File: config.mk
export PLATFORM = sky130hd
export DESIGN_NAME = power_button_long_press
export DESIGN_NICKNAME = d
export VERILOG_FILES = /design/src/rtl/pbl_pkg.sv /design/src/rtl/power_button_long_press.sv /design/src/rtl/pbl_fsm.sv /design/src/rtl/pbl_skid.sv
export SDC_FILE = /design/constraint.sdc
export NUM_CORES = 1
export LEC_CHECK = 0
export BUFFER_PORTS_ARGS = -buffer_cell sky130_fd_sc_hd__clkbuf_2
export CAP_MARGIN = 20
export CORE_ASPECT_RATIO = 2
export CORE_MARGIN = 8
export CORE_UTILIZATION = 40
export CTS_BUF_LIST = sky130_fd_sc_hd__clkbuf_4 sky130_fd_sc_hd__clkbuf_8
export CTS_CLUSTER_DIAMETER = 80
export DETAILED_ROUTE_END_ITERATION = 7
export PLACE_DENSITY_LB_ADDON = 0.1
export SYNTH_ARGS = -nofsm -noshare
export SYNTH_HDL_FRONTEND = slang
export SYNTH_SLANG_ARGS = --single-unit
File: constraint.sdc
create_clock -name clk -period 2.5 [get_ports clk]
set_input_delay 0.5 -clock clk [delete_from_list [all_inputs] [get_ports clk]]
set_output_delay 0.5 -clock clk [all_outputs]
set_load 0.05 [all_outputs]
File: src/rtl/pbl_pkg.sv
// ----------------------------------------------------------------------------
// pbl_pkg
// Shared types and constants of the power button long-press detector.
// ----------------------------------------------------------------------------
package pbl_pkg;

	// Defaults of the top-level parameters
	localparam int DEBOUNCE_TICKS_DEF = 2;
	localparam int COUNT_WIDTH_DEF    = 16;

	// Configuration port
	localparam int CFG_INDEX_WIDTH = 2;
	localparam int CFG_DATA_WIDTH  = 16;
	localparam int HOLD_WIDTH      = 16;

	localparam logic [CFG_INDEX_WIDTH-1:0] REG_HOLD_TICKS    = 2'd0;
	localparam logic [CFG_INDEX_WIDTH-1:0] REG_ESCAPE_ENABLE = 2'd1;

	// Reported state codes
	localparam logic [1:0] MS_IDLE     = 2'd0;
	localparam logic [1:0] MS_DEBOUNCE = 2'd1;
	localparam logic [1:0] MS_DOWN     = 2'd2;
	localparam logic [1:0] MS_HOLD     = 2'd3;

	// Internal phase, one-hot
	typedef enum logic [3:0] {
		PH_IDLE     = 4'b0001,
		PH_DEBOUNCE = 4'b0010,
		PH_DOWN     = 4'b0100,
		PH_HOLD     = 4'b1000
	} phase_t;

	// Configuration as seen by the state machine
	typedef struct packed {
		logic [HOLD_WIDTH-1:0] hold_ticks;
		logic                  escape_enable;
	} cfg_t;

	// One result transaction
	typedef struct packed {
		logic       power_pulse;
		logic       escape_pulse;
		logic       backlight_off;
		logic [1:0] machine_state;
	} result_t;

	// Map a one-hot phase onto its reported code
	function automatic logic [1:0] phase_code(phase_t ph);
		logic [1:0] code;
		unique case (ph)
			PH_IDLE:     code = MS_IDLE;
			PH_DEBOUNCE: code = MS_DEBOUNCE;
			PH_DOWN:     code = MS_DOWN;
			PH_HOLD:     code = MS_HOLD;
			default:     code = MS_IDLE;
		endcase
		return code;
	endfunction

endpackage

File: src/rtl/power_button_long_press.sv
// ----------------------------------------------------------------------------
// power_button_long_press
// Power button long-press detector, one sampled button level per transaction.
// ----------------------------------------------------------------------------
// Usage:
//   Input channel (in_valid/in_stall) carries one button_level sample per
//   transaction. Output channel (out_valid/out_stall) returns exactly one
//   result per sample: power_pulse, escape_pulse, backlight_off and the
//   machine_state reached after that sample.
//   The result of an accepted sample is registered. Throughput is one sample
//   per cycle while in_stall is low; the state update is a single pass of
//   logic ahead of the result register.
//   When the receiver stalls, one further sample is taken into a skid entry,
//   then in_stall rises until the result register drains.
//   Configuration (cfg_we/cfg_index/cfg_data) writes hold_ticks (index 0)
//   and escape_enable (index 1); other indexes are ignored. Write only while
//   the block is idle.
//   Reset clears both registers to zero, returns the machine to idle with
//   the button taken as released, and empties the output stage.
// ----------------------------------------------------------------------------
module power_button_long_press #(
	parameter int DEBOUNCE_TICKS = pbl_pkg::DEBOUNCE_TICKS_DEF,
	parameter int COUNT_WIDTH    = pbl_pkg::COUNT_WIDTH_DEF
) (
	input  logic                                 clk,
	input  logic                                 arst_n,
	input  logic                                 cfg_we,
	input  logic [pbl_pkg::CFG_INDEX_WIDTH-1:0]  cfg_index,
	input  logic [pbl_pkg::CFG_DATA_WIDTH-1:0]   cfg_data,
	input  logic                                 in_valid,
	output logic                                 in_stall,
	input  logic                                 button_level,
	output logic                                 out_valid,
	input  logic                                 out_stall,
	output logic                                 power_pulse,
	output logic                                 escape_pulse,
	output logic                                 backlight_off,
	output logic [1:0]                           machine_state
);

	pbl_pkg::cfg_t     cfg_q;
	pbl_pkg::result_t  fsm_res, out_res;
	logic              advance;

	// Hold configuration registers
	always_ff @(posedge clk or negedge arst_n) begin
		if (!arst_n) begin
			cfg_q.hold_ticks    <= '0;
			cfg_q.escape_enable <= 1'b0;
		end else if (cfg_we) begin
			if (cfg_index == pbl_pkg::REG_HOLD_TICKS) begin
				cfg_q.hold_ticks <= cfg_data[pbl_pkg::HOLD_WIDTH-1:0];
			end else if (cfg_index == pbl_pkg::REG_ESCAPE_ENABLE) begin
				cfg_q.escape_enable <= cfg_data[0];
			end
		end
	end

	assign advance = in_valid && !in_stall;

	pbl_fsm #(
		.DEBOUNCE_TICKS (DEBOUNCE_TICKS),
		.COUNT_WIDTH    (COUNT_WIDTH)
	) u_fsm (
		.clk          (clk),
		.arst_n       (arst_n),
		.advance      (advance),
		.button_level (button_level),
		.cfg          (cfg_q),
		.res          (fsm_res)
	);

	pbl_skid u_skid (
		.clk       (clk),
		.arst_n    (arst_n),
		.in_valid  (in_valid),
		.in_stall  (in_stall),
		.in_data   (fsm_res),
		.out_valid (out_valid),
		.out_stall (out_stall),
		.out_data  (out_res)
	);

	assign power_pulse   = out_res.power_pulse;
	assign escape_pulse  = out_res.escape_pulse;
	assign backlight_off = out_res.backlight_off;
	assign machine_state = out_res.machine_state;

`ifndef SYNTHESIS
	// A skid entry is only ever filled behind a full result register
	a_skid_behind_main: assert property (@(posedge clk) disable iff (!arst_n)
		in_stall |-> out_valid)
		else $error("skid entry occupied with empty result register");

	// Power pulse always comes with backlight-off and lands in the hold state
	a_power_with_hold: assert property (@(posedge clk) disable iff (!arst_n)
		(out_valid && power_pulse) |->
		(backlight_off && machine_state == pbl_pkg::MS_HOLD))
		else $error("power pulse without backlight-off or hold state");

	// Escape pulse only on the release that returns to idle
	a_escape_to_idle: assert property (@(posedge clk) disable iff (!arst_n)
		(out_valid && escape_pulse) |->
		(machine_state == pbl_pkg::MS_IDLE && !power_pulse))
		else $error("escape pulse outside a return to idle");
`endif

endmodule

File: src/rtl/pbl_fsm.sv
// ----------------------------------------------------------------------------
// pbl_fsm
// Press state machine: debounce, hold timeout and pulse generation. Advances
// by one sample on each accepted input transaction.
// ----------------------------------------------------------------------------
module pbl_fsm #(
	parameter int DEBOUNCE_TICKS = pbl_pkg::DEBOUNCE_TICKS_DEF,
	parameter int COUNT_WIDTH    = pbl_pkg::COUNT_WIDTH_DEF
) (
	input  logic              clk,
	input  logic              arst_n,
	input  logic              advance,
	input  logic              button_level,
	input  pbl_pkg::cfg_t     cfg,
	output pbl_pkg::result_t  res
);

	localparam logic [COUNT_WIDTH-1:0] CNT_MAX      = {COUNT_WIDTH{1'b1}};
	localparam logic [COUNT_WIDTH-1:0] DEBOUNCE_CNT = COUNT_WIDTH'(DEBOUNCE_TICKS);

	pbl_pkg::phase_t         phase_q, phase_d;
	logic [COUNT_WIDTH-1:0]  cnt_q, cnt_d;
	logic                    last_q;
	logic [COUNT_WIDTH-1:0]  hold_sat;
	logic [COUNT_WIDTH-1:0]  cnt_dec;

	// Saturate the hold timeout to the counter range
	generate
		if (COUNT_WIDTH >= pbl_pkg::HOLD_WIDTH) begin : g_hold_wide
			assign hold_sat = COUNT_WIDTH'(cfg.hold_ticks);
		end else begin : g_hold_narrow
			assign hold_sat = (cfg.hold_ticks > pbl_pkg::HOLD_WIDTH'(CNT_MAX)) ?
				CNT_MAX : cfg.hold_ticks[COUNT_WIDTH-1:0];
		end
	endgenerate

	// Decrement that stops at zero
	assign cnt_dec = (cnt_q != '0) ? cnt_q - 1'b1 : '0;

	// Next state and pulses for this sample
	always_comb begin
		phase_d           = phase_q;
		cnt_d             = cnt_q;
		res.power_pulse   = 1'b0;
		res.escape_pulse  = 1'b0;
		res.backlight_off = 1'b0;
		unique case (phase_q)
			pbl_pkg::PH_IDLE: begin
				if (button_level && !last_q) begin
					phase_d = pbl_pkg::PH_DEBOUNCE;
					cnt_d   = DEBOUNCE_CNT;
				end
			end
			pbl_pkg::PH_DEBOUNCE: begin
				cnt_d = cnt_dec;
				if (cnt_dec == '0) begin
					if (button_level) begin
						phase_d = pbl_pkg::PH_DOWN;
						cnt_d   = hold_sat;
					end else begin
						phase_d = pbl_pkg::PH_IDLE;
					end
				end
			end
			pbl_pkg::PH_DOWN: begin
				if (!button_level) begin
					phase_d          = pbl_pkg::PH_IDLE;
					res.escape_pulse = cfg.escape_enable;
				end else if (cnt_q == '0) begin
					phase_d           = pbl_pkg::PH_HOLD;
					res.power_pulse   = 1'b1;
					res.backlight_off = 1'b1;
				end else begin
					cnt_d = cnt_dec;
				end
			end
			pbl_pkg::PH_HOLD: begin
				if (!button_level) begin
					phase_d = pbl_pkg::PH_IDLE;
				end
			end
			default: begin
				phase_d = pbl_pkg::PH_IDLE;
			end
		endcase
		res.machine_state = pbl_pkg::phase_code(phase_d);
	end

	// Advance the state on each accepted sample
	always_ff @(posedge clk or negedge arst_n) begin
		if (!arst_n) begin
			phase_q <= pbl_pkg::PH_IDLE;
			cnt_q   <= '0;
			last_q  <= 1'b0;
		end else if (advance) begin
			phase_q <= phase_d;
			cnt_q   <= cnt_d;
			last_q  <= button_level;
		end
	end

endmodule

File: src/rtl/pbl_skid.sv
// ----------------------------------------------------------------------------
// pbl_skid
// Result register with a skid entry, so the input side can take one further
// transaction after the receiver starts to stall.
// ----------------------------------------------------------------------------
module pbl_skid (
	input  logic              clk,
	input  logic              arst_n,
	input  logic              in_valid,
	output logic              in_stall,
	input  pbl_pkg::result_t  in_data,
	output logic              out_valid,
	input  logic              out_stall,
	output pbl_pkg::result_t  out_data
);

	logic              main_valid_q, skid_valid_q;
	pbl_pkg::result_t  main_q, skid_q;
	logic              take, drain;

	assign in_stall  = skid_valid_q;
	assign take      = in_valid && !skid_valid_q;
	assign drain     = main_valid_q && !out_stall;
	assign out_valid = main_valid_q;
	assign out_data  = main_q;

	// Track occupancy of both entries
	always_ff @(posedge clk or negedge arst_n) begin
		if (!arst_n) begin
			main_valid_q <= 1'b0;
			skid_valid_q <= 1'b0;
		end else begin
			if (drain || !main_valid_q) begin
				main_valid_q <= skid_valid_q || take;
				skid_valid_q <= 1'b0;
			end else if (take) begin
				skid_valid_q <= 1'b1;
			end
		end
	end

	// Move payload: refill from skid first, park in skid when stalled
	always_ff @(posedge clk) begin
		if (drain || !main_valid_q) begin
			if (skid_valid_q) begin
				main_q <= skid_q;
			end else if (take) begin
				main_q <= in_data;
			end
		end else if (take) begin
			skid_q <= in_data;
		end
	end

endmodule
# Yosys cells after proc, flatten, opt, wreduce, memory -nomap -nowiden
# Cells that the tools add are included.
[totals]
input_bits = 24
regBits = 50
wordCells = 73
[classes]
eq_ne = 11
n_bitwise = 2
addsub = 1
mux = 23
reduce_logical = 21
[op_table]
columns = ["cell", "count"]
rows = [
  ["two-way mux 16 bit", 6],
  ["case mux 16 bit (3 select lines)", 1],
  ["logical NOT 16 bit", 2],
  ["two-way mux 4 bit", 5],
  ["case mux 4 bit (4 select lines)", 1],
  ["nonzero test 16 bit", 1],
  ["subtractor 16 x 1 -> 16 bit, second input constant", 1],
  ["two-way mux 5 bit", 2],
  ["equality test 4 x 2 -> 1 bit, second input constant", 2],
  ["equality test 4 x 3 -> 1 bit, second input constant", 2],
  ["equality test 4 bit, second input constant", 2],
  ["two-way mux 3 bit", 2],
  ["case mux 2 bit (3 select lines)", 1],
  ["AND reduction 2 bit", 3],
  ["two-way mux 1 bit", 5],
  ["AND reduction 5 bit", 1],
  ["equality test 4 x 1 -> 1 bit, second input constant", 1],
  ["logical NOT 1 bit", 4],
  ["inequality test 2 bit, second input constant", 2],
  ["nonzero test 2 bit", 2],
  ["logical AND 1 bit", 3],
  ["AND reduction 3 bit", 1],
  ["nonzero test 3 bit", 1],
  ["equality test 2 x 1 -> 1 bit, second input constant", 1],
  ["4 further kinds", 6],
]

# Logic depth before layout (Yosys ltp)
[logic_depth]
depth_word = 9
depth_mapped = 11
depth_no_buf = 9

# Hierarchy
# Synthesis repeated with hierarchy kept, for this count alone.
[hier_totals]
cells_unflattened = 309
area_unflattened_um2 = 3143.0
[by_module_without_submodules]
columns = ["module", "n_inst", "cells_each", "area_each_um2"]
rows = [
  ["pbl_fsm", 1, 249, 2001.9],
  ["power_button_long_press", 1, 38, 664.4],
  ["pbl_skid", 1, 22, 476.7],
]

# Worst setup path before layout
# Ideal clock, no wire load.
[synth_path]
kind = "register to register"
startpoint = "reg u_fsm.cnt_q[0]"
endpoint = "reg u_skid.main_q (netlist bit u_skid.out_data[0]) (data pin)"
arrival_ns = 2.365
stages_incl_launch_ff = 10
t_required_ns = 2.240
path_buffers = 1
path_slack_ns = -0.125
cell_sequence = "dfrtp_1 > clkbuf_1 > inv_1 > ha_1 > nor3b_2 > nand3_1 > a211o_1 > a21oi_2 > o21ai_1 > mux2_2"
[synth_rtl]
columns = ["element", "line_no", "source"]
rows = [
  ["from (decl)", "pbl_fsm.sv:22", "logic [COUNT_WIDTH-1:0] cnt_q, cnt_d;"],
  ["from (signal assigned)", "pbl_fsm.sv:97", "cnt_q <= cnt_d;"],
  ["to (signal assigned)", "pbl_skid.sv:46", "main_q <= skid_q;"],
  ["to (signal assigned)", "pbl_skid.sv:48", "main_q <= in_data;"],
  ["to (decl)", "pbl_skid.sv:18", "pbl_pkg::result_t main_q, skid_q;"],
]

==> metrics.md <==
| Metric | Value |
|---|---|
| Status | `finished clean` |
| Dominant cell by count in the synthesized netlist | `dfrtp_1` |
| Slew @ Worst Pin | `0.622 ns` |
| Static leakage | `1.51 nW` |
| CP Capture Type | `register` |
| Final Hold Viols | `0` |
| Maximum clock rate | `408 MHz` |
| Number of flops mapped to enable cells by yosys | `8` |
| Overall Global Routing Usage | `0.172` |
| Site row count | `43` |
| Initial antenna violation count | `0` |
| VDD IR max | `0.402 mV` |
| Mapped Area | `2870 um2` |
| Area delta synth->final | `26.0%` |
| Detailed Place HPWL | `6550 um` |
| Crit path max fanout | `5` |
| Die area | `10300 um2` |
| Number of I/O port buffers | `30` |
| Final instance area | `3610 um2` |
| Cell family with most CP delay | `simple AND/OR/NAND/NOR gates` |
| Worst path bufs/invs | `1` |
| DRC | `0` |
| # setup viols final | `0` |
| Critical path required time | `2.57 ns` |
| Vias in the first global route | `2535` |
| Power per cell area | `725 nW/um2` |
| Worst setup SP type | `register` |
| Hold WC Path Type | `in -> async` |
| Syn Area/Cell | `9.75 um2` |
| CTS Root Cell | `clkbuf_8` |
| Clk sinks | `48` |
| Synth warn | `0` |
| Nets@finish | `387` |
| Pre-antenna DRT Iters | `5` |
| Slew Viols, Final | `0` |
| Synth cell types | `63` |
| Detailed-route vias per instance | `5.60` |
| Period minus WS final | `2.45 ns` |
| WL per Instance | `18.1 um` |
| Share of layout cells above drive strength 1 | `0.390` |
| Worst stage delay on the critical path | `0.52 ns` |
| Final WL | `8190 um` |
| Overall die height | `136 um` |
| Pwr Total | `2.62 mW` |
| RSZ-0062 raised after global routing | `yes` |
| Antenna cells | `0` |
| Area after DPL | `3370 um2` |
| Worst-case clock buffer depth | `2` |
| Clock Pin Slew Worst Setup and Hold Paths | `0.09 ns` |
| CTS tree | `done` |
| Post-Syn Nets | `320` |
| Period Utilization, post-route | `0.980` |
| Seq/Total Area, Yosys | `0.434` |
| Max Cap Viol | `0` |
| Num CTS Buffers | `5` |
| Area leader, netlist | `dfrtp_1` |
| WS Path Type | `reg -> reg` |
| CP max stage cell | `or4_4` |
| Cells after Synth | `294` |
| Top-area cell type share of the netlist area | `0.341` |
| Vias | `2531` |
| Final antenna-violating net count | `0` |
| Overflow after GRT | `0` |
| Hold WS | `0.100 ns` |
| Htree depth | `2` |
| Worst Path Arrival | `2.52 ns` |
| Top post-synthesis cells by area | `dfrtp_1, edfxtp_1, mux2_2` |
| Post-synth top cells | `dfrtp_1, nand2_1, nor2_1, mux2_2, o21ai_0` |
| Clock latency at the later pin of the worst-skew pair | `0.31 ns` |
| Core area | `6940 um2` |
| Synth Register Bits | `48` |
| Largest net degree at the start of global routing | `18` |
| Fin Clk Skew | `0.00658 ns` |
| Top_reg_cell synth | `dfrtp_1` |
| First-pass GRT wire length | `13100 um` |
| Routability cong. | `0.948` |
| Fill cell count | `638` |
| Die Wd | `75.8 um` |
| Async SR Flop Fraction | `0.833` |
| IO Count | `31` |
| Crit-path cells | `buf_12 -> or4_4 -> mux2i_1 -> a211oi_1 -> nand4b_1 -> a21oi_4 -> o21ai_2 -> mux2_2` |
| Starting Density | `0.413` |
| Worst slew margin | `0.582` |
| Number of DRC markers in iteration 0 | `91` |
-- path summary, 6_finish.rpt --
check	from	end	slack (ns)	depth (start not counted)
worst max-delay path	u_fsm.cnt_q[1]	u_skid.out_data[0]	0.05	8
worst min-delay path	arst_n	cfg_q[12]	0.10	1
worst max register to register	u_fsm.cnt_q[1]	u_skid.out_data[0]	0.05	8
worst min register to register	u_fsm.last_q	u_fsm.last_q	0.49	2
max in group asynchronous	arst_n	u_fsm.cnt_q[1]	1.81	2
min in group clk	cfg_data[2]	cfg_q[3]	0.41	2
-- where the power goes --
group          leakage, nW  switching (mW)  internal (mW)
clock network       0.0519           0.262          0.238
registers            0.579          0.0971          0.906
logic                0.881           0.603          0.513
-- logic make-up after synthesis --
family	share of synthesized area
flops	0.434
fa+ha+maj	0.00873
simple gates	0.226
compound gates	0.193
buf+inv	0.0406
xor+xnor	0.0122
mux	0.0856
-- flip-flops by register name, indices dropped and copies added, names as in the netlist --
register,count
cfg_q,17
u_fsm.cnt_q,16
u_fsm.last_q,1
u_fsm.phase_q,4
u_skid.in_stall,1
u_skid.out_data,4
u_skid.out_valid,1
u_skid.skid_q,4
-- placed cells by master, fill, tap and decap left out, types with 3 or more instances in the layout --
cell type and n:
a211oi_1 3, a21oi_1 11, a22oi_1 3, a31o_1 5
a31oi_1 4, buf_4 48, clkbuf_2 30, clkbuf_8 6
dfrtp_1 36, dfrtp_2 3, edfxtp_1 8, inv_1 3
mux2_2 20, nand2_1 32, nand2b_1 3, nand3_1 5
nand4_1 4, nor2_1 23, nor2b_1 3, nor3_1 8
nor4_1 7, o21ai_0 16, o21ai_1 6, o21ai_2 9
o31ai_1 4
-- layout make-up --
class,count,area [um2],area share
clock buffers,7,90.1,0.0249
clock inverters,1,8.76,0.00243
inverters,3,11.3,0.00312
multi-input cells,223,1590,0.441
flip-flops and latches,48,1250,0.345
well taps,90,113,0.0312
repair buffers,80,551,0.152
-- through the flow --
| stage | setup TNS, ns | instances | worst slack (ns) | util |
|---|---|---|---|---|
| after CTS | 0 | 444 | 0.000978 | 0.504 |
| after detailed placement | -0.918 | 436 | -0.160 | 0.486 |
| after global placement | -0.431 | 436 | -0.108 | 0.486 |
| after global routing | -0.0492 | 452 | -0.0207 | 0.520 |
| final | 0 | 452 | 0.0494 | 0.520 |
| after floorplan | 0 | 294 | 0.0159 | - |
-- layer usage --
| layer | share of wire | vias to the layer above | wire (um) | global-route usage |
|---|---|---|---|---|
| met2 | 0.56 | 64 | 4620 | 0.311 |
| met4 | 0.058 | 0 | 472 | 0.119 |
| met3 | 0.030 | 27 | 248 | 0.0252 |
| met5 | 0 | - | 0 | 0 |
| li1 | - | 1235 | - | - |
| met1 | 0.35 | 1205 | 2850 | 0.166 |
-- what timing repair did --
item,4_1_cts,5_1_grt
pin swaps,4,8
hold endpoints to repair,0,0
gates cloned,0,0
setup buffers,0,8
resized for setup,4,11
hold buffers,0,0
endpoints found under the setup margin,14,20
Note: power is estimated with default switching activity, not from simulation.
